**src/hdl/jrc_pkg.sv**
```systemverilog
`timescale 1ns / 1ps
`default_nettype none
// ----------------------------------------------------------------------------
// jrc_pkg
// shared types, constants and the crc-32c byte update for the journal checker
// ----------------------------------------------------------------------------
package jrc_pkg;

	// fixed field widths
	localparam int BYTE_W    = 8;
	localparam int KIND_W    = 16;
	localparam int SEQ_W     = 64;
	localparam int HLEN_W    = 32;
	localparam int CRC_W     = 32;
	localparam int REC_LEN_W = 24;
	localparam int CFG_W     = 24;
	localparam int EVENT_W   = 2;
	localparam int ERR_W     = 3;
	localparam int HCNT_W    = 5;

	// defaults for the top level parameters
	localparam int DEF_LENGTH_BITS = 24;

	// header layout
	localparam logic [HCNT_W-1:0] HDR_MAGIC_END = 5'd4;
	localparam logic [HCNT_W-1:0] HDR_VER_END   = 5'd6;
	localparam logic [HCNT_W-1:0] HDR_KIND_END  = 5'd8;
	localparam logic [HCNT_W-1:0] HDR_SEQ_END   = 5'd16;
	localparam logic [HCNT_W-1:0] HDR_LEN_END   = 5'd20;
	localparam logic [HCNT_W-1:0] HDR_LAST      = 5'd23;

	localparam logic [31:0]      JMAGIC      = 32'h314A_4D4C;
	localparam logic [15:0]      JVERSION    = 16'h0001;
	localparam logic [CRC_W-1:0] CRC_POLY    = 32'h82F6_3B78;
	localparam logic [CRC_W-1:0] CRC_INIT    = 32'hFFFF_FFFF;
	localparam logic [CFG_W-1:0] MAX_LEN_RST = 24'h80_0000;

	// result buffer
	localparam int RES_DEPTH = 8;
	localparam int RES_PTR_W = 3;
	localparam int RES_CNT_W = 4;
	localparam int RES_SLACK = 4;

	typedef enum logic [1:0] {
		PH_HEADER  = 2'd0,
		PH_PAYLOAD = 2'd1,
		PH_HALT    = 2'd2
	} phase_t;

	typedef enum logic [EVENT_W-1:0] {
		EV_BYTE   = 2'd0,
		EV_ACCEPT = 2'd1,
		EV_ERROR  = 2'd2,
		EV_END    = 2'd3
	} event_t;

	typedef enum logic [ERR_W-1:0] {
		ERR_NONE      = 3'd0,
		ERR_SHORT_HDR = 3'd1,
		ERR_MAGIC     = 3'd2,
		ERR_SEQ_GAP   = 3'd3,
		ERR_LENGTH    = 3'd4,
		ERR_SHORT_PAY = 3'd5,
		ERR_CRC       = 3'd6
	} err_t;

	typedef struct packed {
		logic [EVENT_W-1:0]   event_res;
		logic [BYTE_W-1:0]    payload_byte;
		logic [KIND_W-1:0]    record_kind;
		logic [SEQ_W-1:0]     record_sequence;
		logic [REC_LEN_W-1:0] record_length;
		logic [ERR_W-1:0]     error_code;
	} res_t;

	// up to two results per request
	typedef struct packed {
		logic v0;
		res_t r0;
		logic v1;
		res_t r1;
	} push_t;

	// reflected crc-32c over one byte, eight shift steps
	function automatic logic [CRC_W-1:0] crc32c_byte(input logic [CRC_W-1:0] crc,
	                                                 input logic [BYTE_W-1:0] b);
		logic [CRC_W-1:0] c;
		c = crc ^ {{(CRC_W-BYTE_W){1'b0}}, b};
		for (int i = 0; i < 8; i++) begin
			c = (c >> 1) ^ (c[0] ? CRC_POLY : '0);
		end
		return c;
	endfunction

endpackage
`default_nettype wire

```
**src/hdl/jrc_if.sv**
```systemverilog
`timescale 1ns / 1ps
`default_nettype none
// ----------------------------------------------------------------------------
// jrc_if
// valid/ready channels for the journal checker: byte input, results, limit
// ----------------------------------------------------------------------------
interface jrc_in_if;
	import jrc_pkg::*;
	logic              valid;
	logic              ready;
	logic [BYTE_W-1:0] byte_value;
	logic              end_of_stream;
	modport source (output valid, output byte_value, output end_of_stream, input ready);
	modport sink   (input valid, input byte_value, input end_of_stream, output ready);
endinterface

interface jrc_out_if;
	import jrc_pkg::*;
	logic                 valid;
	logic                 ready;
	logic [EVENT_W-1:0]   event_res;
	logic [BYTE_W-1:0]    payload_byte;
	logic [KIND_W-1:0]    record_kind;
	logic [SEQ_W-1:0]     record_sequence;
	logic [REC_LEN_W-1:0] record_length;
	logic [ERR_W-1:0]     error_code;
	modport source (output valid, output event_res, output payload_byte, output record_kind,
		output record_sequence, output record_length, output error_code, input ready);
	modport sink   (input valid, input event_res, input payload_byte, input record_kind,
		input record_sequence, input record_length, input error_code, output ready);
endinterface

interface jrc_cfg_if;
	import jrc_pkg::*;
	logic             valid;
	logic             ready;
	logic [CFG_W-1:0] max_payload_length;
	modport source (output valid, output max_payload_length, input ready);
	modport sink   (input valid, input max_payload_length, output ready);
endinterface
`default_nettype wire

```
**src/hdl/journal_record_checker_crc32c.sv**
```systemverilog
`timescale 1ns / 1ps
`default_nettype none
// path: a byte request is accepted into the input register, its results are written into the
// result buffer, and the buffer head is offered on the output from there
// throughput: one byte request per cycle while ready is high; the last payload byte of a record yields two
// results, drained one per cycle from an eight-entry result buffer that lowers ready
// once more than four results are waiting
// reset: asynchronous, active low; clears parser state and halt, limit back to 8388608
// ----------------------------------------------------------------------------
// journal_record_checker_crc32c
// journal byte stream parser: 24-byte header checks, payload pass-through with
// running crc-32c, record accept, clean end or error report, halt on end or first error
// ----------------------------------------------------------------------------
module journal_record_checker_crc32c #(
	parameter int LENGTH_BITS = jrc_pkg::DEF_LENGTH_BITS
) (
	input wire logic   clk,
	input wire logic   arst_n,
	jrc_in_if.sink     in_ch,
	jrc_out_if.source  out_ch,
	jrc_cfg_if.sink    cfg_ch
);
	import jrc_pkg::*;

	// payload length limit, always writable
	logic [CFG_W-1:0] max_len_q;
	// pushes from the parser into the result buffer
	push_t            push;
	// buffer has room for the request in flight plus a new one
	logic             space_ok;

	assign cfg_ch.ready = 1'b1;

	always_ff @(posedge clk or negedge arst_n) begin
		if (!arst_n) begin
			max_len_q <= MAX_LEN_RST;
		end else if (cfg_ch.valid) begin
			max_len_q <= cfg_ch.max_payload_length;
		end
	end

	// input register, header checks and payload crc in one pass
	jrc_core #(
		.LENGTH_BITS (LENGTH_BITS)
	) u_core (
		.clk      (clk),
		.arst_n   (arst_n),
		.in_ch    (in_ch),
		.space_ok (space_ok),
		.max_len  (max_len_q),
		.push     (push)
	);

	// result buffer, decouples output stalls from the byte stream
	jrc_res_fifo u_res (
		.clk      (clk),
		.arst_n   (arst_n),
		.push     (push),
		.space_ok (space_ok),
		.out_ch   (out_ch)
	);

endmodule
`default_nettype wire

```
**src/hdl/jrc_core.sv**
```systemverilog
`timescale 1ns / 1ps
`default_nettype none
// ----------------------------------------------------------------------------
// jrc_core
// input register, header collection and checks, payload crc, result pushes
// ----------------------------------------------------------------------------
module jrc_core #(
	parameter int LENGTH_BITS = jrc_pkg::DEF_LENGTH_BITS
) (
	input  wire logic                     clk,
	input  wire logic                     arst_n,
	jrc_in_if.sink                        in_ch,
	input  wire logic                     space_ok,
	input  wire logic [jrc_pkg::CFG_W-1:0] max_len,
	output jrc_pkg::push_t                push
);
	import jrc_pkg::*;

	localparam logic [HLEN_W:0] CAP = (33'd1 << LENGTH_BITS) - 33'd1;

	// input stage
	logic              valid_s1;
	logic [BYTE_W-1:0] byte_s1;
	logic              eos_s1;

	phase_t                  phase_q, phase_d;
	logic [HCNT_W-1:0]       hcnt_q, hcnt_d;
	logic                    hok_q, hok_d;
	logic [KIND_W-1:0]       kind_q, kind_d;
	logic [SEQ_W-1:0]        seq_q, seq_d;
	logic [HLEN_W-1:0]       len_q, len_d;
	logic [CRC_W-1:0]        hcrc_q, hcrc_d;
	logic [SEQ_W-1:0]        expect_q, expect_d;
	logic [CRC_W-1:0]        crc_q, crc_d;
	logic [LENGTH_BITS-1:0]  left_q, left_d;
	logic [CRC_W-1:0]        crc_nx;
	logic                    byte_ok;

	assign in_ch.ready = space_ok;

	always_ff @(posedge clk or negedge arst_n) begin
		if (!arst_n) begin
			valid_s1 <= 1'b0;
		end else begin
			valid_s1 <= in_ch.valid & in_ch.ready;
		end
	end

	always_ff @(posedge clk) begin
		if (in_ch.valid & in_ch.ready) begin
			byte_s1 <= in_ch.byte_value;
			eos_s1  <= in_ch.end_of_stream;
		end
	end

	function automatic res_t mk_res(input event_t ev, input logic [BYTE_W-1:0] pb,
	                                input logic fld, input err_t err,
	                                input logic [KIND_W-1:0] k, input logic [SEQ_W-1:0] s,
	                                input logic [HLEN_W-1:0] l);
		res_t r;
		r.event_res       = ev;
		r.payload_byte    = pb;
		r.record_kind     = fld ? k : '0;
		r.record_sequence = fld ? s : '0;
		r.record_length   = fld ? l[REC_LEN_W-1:0] : '0;
		r.error_code      = err;
		return r;
	endfunction

	assign crc_nx = crc32c_byte(crc_q, byte_s1);

	always_comb begin
		phase_d  = phase_q;
		hcnt_d   = hcnt_q;
		hok_d    = hok_q;
		kind_d   = kind_q;
		seq_d    = seq_q;
		len_d    = len_q;
		hcrc_d   = hcrc_q;
		expect_d = expect_q;
		crc_d    = crc_q;
		left_d   = left_q;
		byte_ok  = 1'b1;
		push     = '0;
		if (valid_s1) begin
			case (phase_q)
				PH_HEADER: begin
					if (eos_s1) begin
						push.v0 = 1'b1;
						if (hcnt_q == '0) begin
							push.r0 = mk_res(EV_END, '0, 1'b0, ERR_NONE, kind_q, seq_q, len_q);
						end else begin
							push.r0 = mk_res(EV_ERROR, '0, 1'b0, ERR_SHORT_HDR,
								kind_q, seq_q, len_q);
						end
						phase_d = PH_HALT;
					end else begin
						// field capture by header offset
						if (hcnt_q < HDR_MAGIC_END) begin
							byte_ok = byte_s1 == JMAGIC[8*hcnt_q[1:0] +: 8];
						end else if (hcnt_q < HDR_VER_END) begin
							byte_ok = byte_s1 == JVERSION[8*hcnt_q[0] +: 8];
						end else if (hcnt_q < HDR_KIND_END) begin
							kind_d[8*hcnt_q[0] +: 8] = byte_s1;
						end else if (hcnt_q < HDR_SEQ_END) begin
							seq_d[8*hcnt_q[2:0] +: 8] = byte_s1;
						end else if (hcnt_q < HDR_LEN_END) begin
							len_d[8*hcnt_q[1:0] +: 8] = byte_s1;
						end else begin
							hcrc_d[8*hcnt_q[1:0] +: 8] = byte_s1;
						end
						hok_d = ((hcnt_q == '0) ? 1'b1 : hok_q) & byte_ok;
						if (hcnt_q != HDR_LAST) begin
							hcnt_d = hcnt_q + 1'b1;
						end else begin
							hcnt_d = '0;
							if (!hok_d) begin
								push.v0 = 1'b1;
								push.r0 = mk_res(EV_ERROR, '0, 1'b1, ERR_MAGIC,
									kind_d, seq_d, len_d);
								phase_d = PH_HALT;
							end else if (seq_d != expect_q) begin
								push.v0 = 1'b1;
								push.r0 = mk_res(EV_ERROR, '0, 1'b1, ERR_SEQ_GAP,
									kind_d, seq_d, len_d);
								phase_d = PH_HALT;
							end else if (len_d == '0 ||
							             len_d > {{(HLEN_W-CFG_W){1'b0}}, max_len} ||
							             {1'b0, len_d} > CAP) begin
								push.v0 = 1'b1;
								push.r0 = mk_res(EV_ERROR, '0, 1'b1, ERR_LENGTH,
									kind_d, seq_d, len_d);
								phase_d = PH_HALT;
							end else begin
								left_d  = len_d[LENGTH_BITS-1:0];
								crc_d   = CRC_INIT;
								phase_d = PH_PAYLOAD;
							end
						end
					end
				end
				PH_PAYLOAD: begin
					push.v0 = 1'b1;
					if (eos_s1) begin
						push.r0 = mk_res(EV_ERROR, '0, 1'b1, ERR_SHORT_PAY, kind_q, seq_q, len_q);
						phase_d = PH_HALT;
					end else begin
						crc_d   = crc_nx;
						push.r0 = mk_res(EV_BYTE, byte_s1, 1'b1, ERR_NONE, kind_q, seq_q, len_q);
						left_d  = left_q - 1'b1;
						if (left_d == '0) begin
							push.v1 = 1'b1;
							if (~crc_nx == hcrc_q) begin
								push.r1  = mk_res(EV_ACCEPT, '0, 1'b1, ERR_NONE,
									kind_q, seq_q, len_q);
								expect_d = seq_q + 1'b1;
								hcnt_d   = '0;
								phase_d  = PH_HEADER;
							end else begin
								push.r1 = mk_res(EV_ERROR, '0, 1'b1, ERR_CRC,
									kind_q, seq_q, len_q);
								phase_d = PH_HALT;
							end
						end
					end
				end
				default: begin
				end
			endcase
		end
	end

	always_ff @(posedge clk or negedge arst_n) begin
		if (!arst_n) begin
			phase_q  <= PH_HEADER;
			hcnt_q   <= '0;
			hok_q    <= 1'b1;
			kind_q   <= '0;
			seq_q    <= '0;
			len_q    <= '0;
			hcrc_q   <= '0;
			expect_q <= {{(SEQ_W-1){1'b0}}, 1'b1};
			crc_q    <= CRC_INIT;
			left_q   <= '0;
		end else begin
			phase_q  <= phase_d;
			hcnt_q   <= hcnt_d;
			hok_q    <= hok_d;
			kind_q   <= kind_d;
			seq_q    <= seq_d;
			len_q    <= len_d;
			hcrc_q   <= hcrc_d;
			expect_q <= expect_d;
			crc_q    <= crc_d;
			left_q   <= left_d;
		end
	end

	a_halt_sticks: assert property (@(posedge clk) disable iff (!arst_n)
		phase_q == PH_HALT |=> phase_q == PH_HALT)
		else $error("left halt without reset");

	a_halt_silent: assert property (@(posedge clk) disable iff (!arst_n)
		phase_q == PH_HALT |-> !push.v0 && !push.v1)
		else $error("result pushed while halted");

	a_second_after_first: assert property (@(posedge clk) disable iff (!arst_n)
		push.v1 |-> push.v0 && phase_q == PH_PAYLOAD)
		else $error("second result without first");

endmodule
`default_nettype wire

```
**src/hdl/jrc_res_fifo.sv**
```systemverilog
`timescale 1ns / 1ps
`default_nettype none
// ----------------------------------------------------------------------------
// jrc_res_fifo
// result buffer taking up to two results per cycle, draining one per cycle while the receiver is ready
// ----------------------------------------------------------------------------
module jrc_res_fifo (
	input  wire logic  clk,
	input  wire logic  arst_n,
	input  jrc_pkg::push_t push,
	output logic       space_ok,
	jrc_out_if.source  out_ch
);
	import jrc_pkg::*;

	res_t                 mem_q [RES_DEPTH];
	logic [RES_PTR_W-1:0] wr_ptr_q, rd_ptr_q, wr_nx;
	logic [RES_CNT_W-1:0] cnt_q, n_push;
	logic                 pop;
	res_t                 head;

	assign wr_nx  = wr_ptr_q + 1'b1;
	assign pop    = out_ch.valid & out_ch.ready;
	assign n_push = {{(RES_CNT_W-1){1'b0}}, push.v0} + {{(RES_CNT_W-1){1'b0}}, push.v1};
	// room for the request in the input stage and one more
	assign space_ok = cnt_q <= RES_CNT_W'(RES_DEPTH - RES_SLACK);

	always_ff @(posedge clk or negedge arst_n) begin
		if (!arst_n) begin
			wr_ptr_q <= '0;
			rd_ptr_q <= '0;
			cnt_q    <= '0;
		end else begin
			wr_ptr_q <= wr_ptr_q + n_push[RES_PTR_W-1:0];
			if (pop) begin
				rd_ptr_q <= rd_ptr_q + 1'b1;
			end
			cnt_q <= cnt_q + n_push - {{(RES_CNT_W-1){1'b0}}, pop};
		end
	end

	always_ff @(posedge clk) begin
		if (push.v0) begin
			mem_q[wr_ptr_q] <= push.r0;
		end
		if (push.v1) begin
			mem_q[wr_nx] <= push.r1;
		end
	end

	assign head                   = mem_q[rd_ptr_q];
	assign out_ch.valid           = cnt_q != '0;
	assign out_ch.event_res       = head.event_res;
	assign out_ch.payload_byte    = head.payload_byte;
	assign out_ch.record_kind     = head.record_kind;
	assign out_ch.record_sequence = head.record_sequence;
	assign out_ch.record_length   = head.record_length;
	assign out_ch.error_code      = head.error_code;

	a_no_overflow: assert property (@(posedge clk) disable iff (!arst_n)
		cnt_q <= RES_CNT_W'(RES_DEPTH))
		else $error("result buffer overflow");

endmodule
`default_nettype wire

```
**src/flat_wrapper.sv**
```systemverilog
// flat-port wrapper written by rule: the top's interface ports become plain ports
module journal_record_checker_crc32c_flat import jrc_pkg::*;
#(
	parameter int LENGTH_BITS = jrc_pkg::DEF_LENGTH_BITS
)
  (clk, arst_n, in_ch_valid, in_ch_byte_value, in_ch_end_of_stream, in_ch_ready, out_ch_valid, out_ch_event_res, out_ch_payload_byte, out_ch_record_kind, out_ch_record_sequence, out_ch_record_length, out_ch_error_code, out_ch_ready, cfg_ch_valid, cfg_ch_max_payload_length, cfg_ch_ready);
  jrc_in_if in_ch_i ();
  jrc_out_if out_ch_i ();
  jrc_cfg_if cfg_ch_i ();
  input wire logic clk;
  input wire logic arst_n;
  input wire logic [$bits(in_ch_i.valid)-1:0] in_ch_valid;
  input wire logic [$bits(in_ch_i.byte_value)-1:0] in_ch_byte_value;
  input wire logic [$bits(in_ch_i.end_of_stream)-1:0] in_ch_end_of_stream;
  output wire logic [$bits(in_ch_i.ready)-1:0] in_ch_ready;
  output wire logic [$bits(out_ch_i.valid)-1:0] out_ch_valid;
  output wire logic [$bits(out_ch_i.event_res)-1:0] out_ch_event_res;
  output wire logic [$bits(out_ch_i.payload_byte)-1:0] out_ch_payload_byte;
  output wire logic [$bits(out_ch_i.record_kind)-1:0] out_ch_record_kind;
  output wire logic [$bits(out_ch_i.record_sequence)-1:0] out_ch_record_sequence;
  output wire logic [$bits(out_ch_i.record_length)-1:0] out_ch_record_length;
  output wire logic [$bits(out_ch_i.error_code)-1:0] out_ch_error_code;
  input wire logic [$bits(out_ch_i.ready)-1:0] out_ch_ready;
  input wire logic [$bits(cfg_ch_i.valid)-1:0] cfg_ch_valid;
  input wire logic [$bits(cfg_ch_i.max_payload_length)-1:0] cfg_ch_max_payload_length;
  output wire logic [$bits(cfg_ch_i.ready)-1:0] cfg_ch_ready;
  assign in_ch_i.valid = in_ch_valid;
  assign in_ch_i.byte_value = in_ch_byte_value;
  assign in_ch_i.end_of_stream = in_ch_end_of_stream;
  assign in_ch_ready = in_ch_i.ready;
  assign out_ch_valid = out_ch_i.valid;
  assign out_ch_event_res = out_ch_i.event_res;
  assign out_ch_payload_byte = out_ch_i.payload_byte;
  assign out_ch_record_kind = out_ch_i.record_kind;
  assign out_ch_record_sequence = out_ch_i.record_sequence;
  assign out_ch_record_length = out_ch_i.record_length;
  assign out_ch_error_code = out_ch_i.error_code;
  assign out_ch_i.ready = out_ch_ready;
  assign cfg_ch_i.valid = cfg_ch_valid;
  assign cfg_ch_i.max_payload_length = cfg_ch_max_payload_length;
  assign cfg_ch_ready = cfg_ch_i.ready;
  journal_record_checker_crc32c #(.LENGTH_BITS(LENGTH_BITS)) u_core (.clk(clk), .arst_n(arst_n), .in_ch(in_ch_i), .out_ch(out_ch_i), .cfg_ch(cfg_ch_i));
endmodule
```
**config.mk**
```make
export PLATFORM = sky130hd
export DESIGN_NAME = journal_record_checker_crc32c_flat
export DESIGN_NICKNAME = d
export VERILOG_FILES = /design/src/hdl/jrc_pkg.sv /design/src/hdl/jrc_if.sv /design/src/hdl/journal_record_checker_crc32c.sv /design/src/hdl/jrc_core.sv /design/src/hdl/jrc_res_fifo.sv /design/src/flat_wrapper.sv
export SDC_FILE = /design/constraint.sdc
export NUM_CORES = 2
export LEC_CHECK = 0
export BUFFER_PORTS_ARGS = -buffer_cell sky130_fd_sc_hd__buf_2
export CAP_MARGIN = 25
export CELL_PAD_IN_SITES_DETAIL_PLACEMENT = 0
export CELL_PAD_IN_SITES_GLOBAL_PLACEMENT = 1
export CORE_AREA = 4 4 479 481
export DETAILED_ROUTE_END_ITERATION = 7
export DIE_AREA = 0 0 483 485
export HOLD_SLACK_MARGIN = 0.06
export MAX_ROUTING_LAYER = met4
export PLACE_DENSITY = 0.52
export SLEW_MARGIN = 20
export SYNTH_ARGS = -nofsm -noshare
export SYNTH_HDL_FRONTEND = slang
export SYNTH_HIERARCHICAL = 1
export SYNTH_SLANG_ARGS = --single-unit
```
**constraint.sdc**
```tcl
create_clock -name clk -period 12.1 [get_ports clk]
set_clock_uncertainty 0.15 [all_clocks]
set_input_delay 1.21 -clock clk [delete_from_list [all_inputs] [get_ports clk]]
set_output_delay 1.21 -clock clk [all_outputs]
set_load 0.01 [all_outputs]
```
# Word level (Yosys, flattened, before mapping)

Memories as Yosys holds them, arrays and structs flattened.
Cells that the tools add are included.
W data, S select, Z words.

Eq/ne operators: 16
Shifts and indexed selects: 8
Bitwise operators: 19
Reduce and logical (&&, ||, !) cells: 14
Add/subtract/negate cells: 12
Multiplexer cells: 82
Magnitude comparators: 8

Operator list:

| cell                      | number |
|---|---|
| $mux W118                 | 8 |
| $mux W32                  | 22 |
| $mux W64                  | 7 |
| $xor A31 B32 Y32          | 8 |
| $mux W236                 | 1 |
| $pmux W118 S2             | 1 |
| $mux W117                 | 2 |
| $mux W24                  | 6 |
| $mux W116                 | 1 |
| $add A64 B1 Y64 const B   | 1 |
| $bwmux W32                | 2 |
| $bwmux W64                | 1 |
| $ne A64 B64 Y1            | 1 |
| $pmux W32 S2              | 1 |
| $shift A8 B34 Y64 const A | 1 |
| $shiftx A8 B34 Y64        | 1 |
| $mux W16                  | 3 |
| $pmux W24 S2              | 1 |
| $neg A4 Y34               | 1 |
| $neg A5 Y34               | 1 |
| $neg A6 Y34               | 1 |
| $shift A8 B34 Y16 const A | 1 |
| $shift A8 B34 Y32 const A | 1 |
| $shiftx A8 B34 Y16        | 1 |
| 44 further kinds          | 85 |

Register bits after elaboration: 316
Logic and storage cells: 177
Memories: 1
Output and inout port bits: 120
RAM bits: 936
Bits of input ports: 38

Memories:

| memory             | words | width | rd ports | clocked after Yosys merged registers in | wr ports | RTL line           | source |
|---|---|---|---|---|---|---|---|
| u_core.u_res.mem_q | 8     | 117   | 1        | 0                                       | 2        | jrc_res_fifo.sv:16 | `res_t mem_q [RES_DEPTH];` |

# Longest topological paths before layout

Word-level depth: 27
Depth in mapped cells: 29
Gate-level depth less buffers: 25

# By module

Netlist, hierarchy kept.

By module, submodules not included:

| module                        | seq. area each (µm²) | area each (µm²) | cells each | times used |
|---|---|---|---|---|
| jrc_res_fifo                  | 28357.2              | 46723.6         | 2465       | 1 |
| jrc_core                      | 7144.4               | 19448.7         | 2344       | 1 |
| journal_record_checker_crc32c | 601.8                | 1009.7          | 53         | 1 |

# Worst setup path after synthesis

OpenSTA, ideal clock, no wires.

Path type: reg-to-reg
Start: register u_core.u_core.hcnt_q[0]
End: memory u_core/u_res/mem_q[1][0] (netlist name), enable pin
Arrival: 12.295 ns
Clock period less this slack: 13.199 ns
Buffers on the path: 2
Data required time: 11.196 ns
Stages on the path, launching flop included: 20
Setup slack: -1.099 ns
Library setup time: 0.754 ns
Cells stage by stage: dfrtp_1 -> clkbuf_1 -> inv_1 -> ha_1 -> clkbuf_1 -> nor2b_1 -> nor3b_1 -> nand2_1 -> o21ai_0 -> ha_1 -> a21o_1 -> nand3_1 -> a21oi_1 -> a2111o_1 -> a211o_1 -> nand2b_1 -> nand2_1 -> a31oi_1 -> nand2b_1 -> o21ai_0

RTL lines:

| item                   | RTL line           | source |
|---|---|---|
| start, declared        | jrc_core.sv:27     | `logic [HCNT_W-1:0] hcnt_q, hcnt_d;` |
| start signal, assigned | jrc_core.sv:187    | `hcnt_q <= hcnt_d;` |
| end, declared          | jrc_res_fifo.sv:16 |  |

==> impl_metrics.py <==
metrics = {
    "placed_design": {
        "gp_congestion": 0.835,
        "port_buffers": 156,
        "place_ws_ns": 4.05,
        "dp_hpwl_um": 132000,
    },
    "drt": {
        "firstDrtPassIters": 8,
        "drt_iter0_markers": 3295,
        "drt-total-wl_um": 225000,
        "drc_errors": 0,
        "routed-via-count": 42000,
        "vias_per_cell": 5.20,
        "drtAntennaViolNets": 0,
        "routedWlPerCell_um": 27.8,
    },
    "sta": {
        "tightest_slew_ns": 1.04,
        "rsz0062_at_grt": "false",
        "fin_crit_sh": 0.672,
        "fin_ws_ns": 3.97,
        "min_period_ns": 8.13,
        "tns_ns": 0,
        "finalHoldViolCount": 0,
        "drv_slew": 0,
        "max_freq_ghz": 0.123,
        "final-setup-viol-count": 0,
        "slew_headroom": 0.307,
    },
    "power_and_ir_drop": {
        "power.share.switching": 0.321,
        "clkPwrFrac": 0.358,
        "p_per_area_mw_per_mm2": 166,
        "p_sw_mw": 4.07,
        "p_leak_nw": 29.9,
        "sequentialPowerShare": 0.387,
        "vdd_drop_max_v": 0.000180,
        "p_comb_frac": 0.255,
        "p_int_mw": 8.60,
    },
    "logic_synthesis": {
        "synth.top_cell.area_share": 0.422,
        "synth_top_area_cell": "edfxtp_1",
        "syn-mean-instance-area_um2": 13.8,
        "ys_types": 87,
        "syn-instance-count": 4862,
        "ys_ff_latch": 1252,
        "async_reset_ff_frac": 0.245,
        "dominantRegCellSynth": "edfxtp_1",
        "yosysSeqAreaShare": 0.537,
        "yosys-top-cells-count": "1089 x mux2_2, 945 x edfxtp_1, 391 x nand2_1",
        "synthesis.area_mm2": 0.0672,
        "synth-warning-count": 6,
        "synth_edf_count": 945,
        "synth_area_leaders": "edfxtp_1 42%, mux2_2 18%, dfrtp_1 10%",
        "yosysMostFrequentCell": "mux2_2",
    },
    "setup_path": {
        "critical_path_class": "reg -> reg",
        "path_max_fanout": 43,
        "cp.required_ns": 12.37,
        "cp-start-kind": "flop",
        "cp_data_arrival_time_ns": 8.40,
        "end_kind": "flop",
    },
    "grt": {
        "grt_pass1_vias": 43700,
        "grt.overflow.total": 0,
        "grt_max_degree": 118,
        "grt_pass1_wl_um": 326000,
        "grt_usage": 0.193,
        "antenna_found_initial": 8,
    },
    "floorplan": {
        "die-area_mm2": 0.234,
        "pin_count": 158,
        "fp.dieH_um": 485,
        "start_util": 0.299,
        "core_region_area_mm2": 0.225,
        "placementRows": 174,
        "die_w_um": 483,
    },
    "clock_tree": {
        "clk_latency_ns": 0.81,
        "cts_setup_buffers": 0,
        "path_clk_slew_ns": 0.06,
        "cts_resized": 0,
        "cts_root_buf": "clkbuf_16",
        "cts_buffers": 154,
        "ctsLongestPathBuffers": 3,
        "cts_tree": "built",
        "htree_levels": 4,
        "cts_sinks": 1252,
        "hold_buffers": 0,
    },
    "finish": {
        "final_layout_size_suffix_gt1_frac": 0.376,
        "area_growth_syn_to_layout_pct": 13.6,
        "nets": 5033,
        "fillCellCount": 22200,
        "post-route-util": 0.340,
    },
    "status": {
        "status": "completed",
    },
    "flow_run": {
        "timing.max_cap.violations": 0,
    },
    "hold_path": {
        "hp-class": "in -> async",
    },
}
## flip-flops by register name, indices dropped and copies added (netlist names)
name	count
u_core/u_res/mem_q	936
u_core/u_core/expect_q	64
u_core/u_core/seq_q	64
u_core/u_core/crc_q	32
u_core/u_core/hcrc_q	32
u_core/u_core/len_q	32
u_core/max_len_q	24
u_core/u_core/left_q	24
u_core/u_core/kind_q	16
u_core/u_core/byte_s1	8
u_core/u_core/hcnt_q	5
u_core/u_res/cnt_q	4
u_core/u_res/rd_ptr_q	3
u_core/u_res/wr_ptr_q	3
u_core/u_core/phase_q	2
u_core/u_core/eos_s1	1
u_core/u_core/hok_q	1
u_core/u_core/valid_s1	1
## cells by family (layout without fill, tap and decap cells)
logic type               after synthesis  count (layout)  share of synthesized area
AO/OA/AOI/OAI                        535             535                     0.0493
XOR/XNOR                             235             235                     0.0345
adder cells (fa/ha/maj)               48              48                    0.00916
buffers and inverters                415             623                     0.0269
flip-flops                          1252            1252                      0.537
multiplexers                        1359            1359                      0.268
other                                  2              14                   0.000112
AND/OR/NAND/NOR                     1016            1016                     0.0748
## area by class of cell
cell class                      instances  area (um^2)  share of cell area
Sequential cell                      1252        36100               0.473
Multi-Input combinational cell       3203        29500               0.387
Clock buffer                          216         4310              0.0565
Tap cell                             2992         3740              0.0491
Timing Repair Buffer                  264         1720              0.0225
Clock inverter                         71          589             0.00772
Inverter                               72          270             0.00354
Antenna cell                            4         10.0            0.000131
## worst max-delay path, stage by stage (launching register included)
cell	delay, ns
dfrtp_1	0.71
inv_1	0.27
ha_1	0.52
nor2_1	0.66
nand2_1	0.21
o21ai_1	0.67
inv_1	0.19
ha_1	0.23
inv_1	0.05
a21oi_1	0.06
o211ai_1	0.18
a31oi_1	0.10
o21ai_0	0.10
a2111o_1	0.27
a211o_1	0.35
nand2b_1	0.20
nand2_1	0.07
a31oi_1	0.53
nand2b_1	0.36
nor3_1	0.22
or2_4	0.75
buf_4	0.72
## per-stage QoR
| stage | hold WS, ns | total power [mW] | instances | instance area, um^2 |
|---|---|---|---|---|
| finish | 0.182 | 12.7 | 8074 | 76300 |
| global route | 0.185 | 13.3 | 8071 | 76300 |
| CTS | 0.145 | 12.9 | 8066 | 76200 |
| detailed placement | 0.326 | 8.29 | 7779 | 71300 |
| global placement | 0.313 | 8.29 | 7776 | 71300 |
| floorplan | 0.300 | 7.02 | 4870 | 67200 |
## layout by cell type (no fill, tap or decap), types with 22 or more instances in the layout
master,count
a21oi_1,70
a22oi_1,39
a2bb2oi_1,41
and2_1,101
and3_1,106
buf_2,155
buf_4,98
clkbuf_1,43
clkbuf_16,157
clkinv_1,29
clkinv_2,22
dfrtp_1,268
dfstp_2,35
edfxtp_1,945
ha_1,46
inv_1,71
mux2_2,1089
mux4_2,234
nand2_1,387
nand3_1,70
nand4_1,22
nor2_1,103
nor2b_1,46
nor3_1,57
o21ai_0,235
o21ai_1,22
or3_1,28
xnor2_1,134
xor2_1,78
## worst paths after layout
path,start,to,depth (start not counted),slack [ns]
max,u_core/u_core/hcnt_q[0],u_core/u_res/mem_q[0][14],21,3.97
max in group asynchronous,arst_n,u_core/u_res/rd_ptr_q[2],3,9.23
min,arst_n,u_core/max_len_q[15],1,0.18
min reg2reg,u_core/u_core/len_q[31],u_core/u_core/len_q[31],2,0.33
max reg2reg,u_core/u_core/hcnt_q[0],u_core/u_res/mem_q[0][14],21,3.97
min in group clk,u_core/u_core/len_q[31],u_core/u_core/len_q[31],2,0.33
## routing by layer
metal  vias up  global-route usage  routed length (um)
met4         0              0.0411                4180
met5         -                   -                   0
met3       246              0.0244                8570
met2       981               0.309              108000
met1     22000               0.264              104000
li1      18700                   -                   -
## power groups by stage
stage | Clock, mW | Sequential (mW) | Combinational [mW]
global placement | 0 | 4.99 | 3.29
CTS | 4.68 | 4.91 | 3.30
finish | 4.53 | 4.90 | 3.24
detailed placement | 0 | 4.99 | 3.29
floorplan | 0 | 4.83 | 2.19
global route | 4.87 | 4.92 | 3.48
Note: power is estimated with default switching activity, not from simulation.
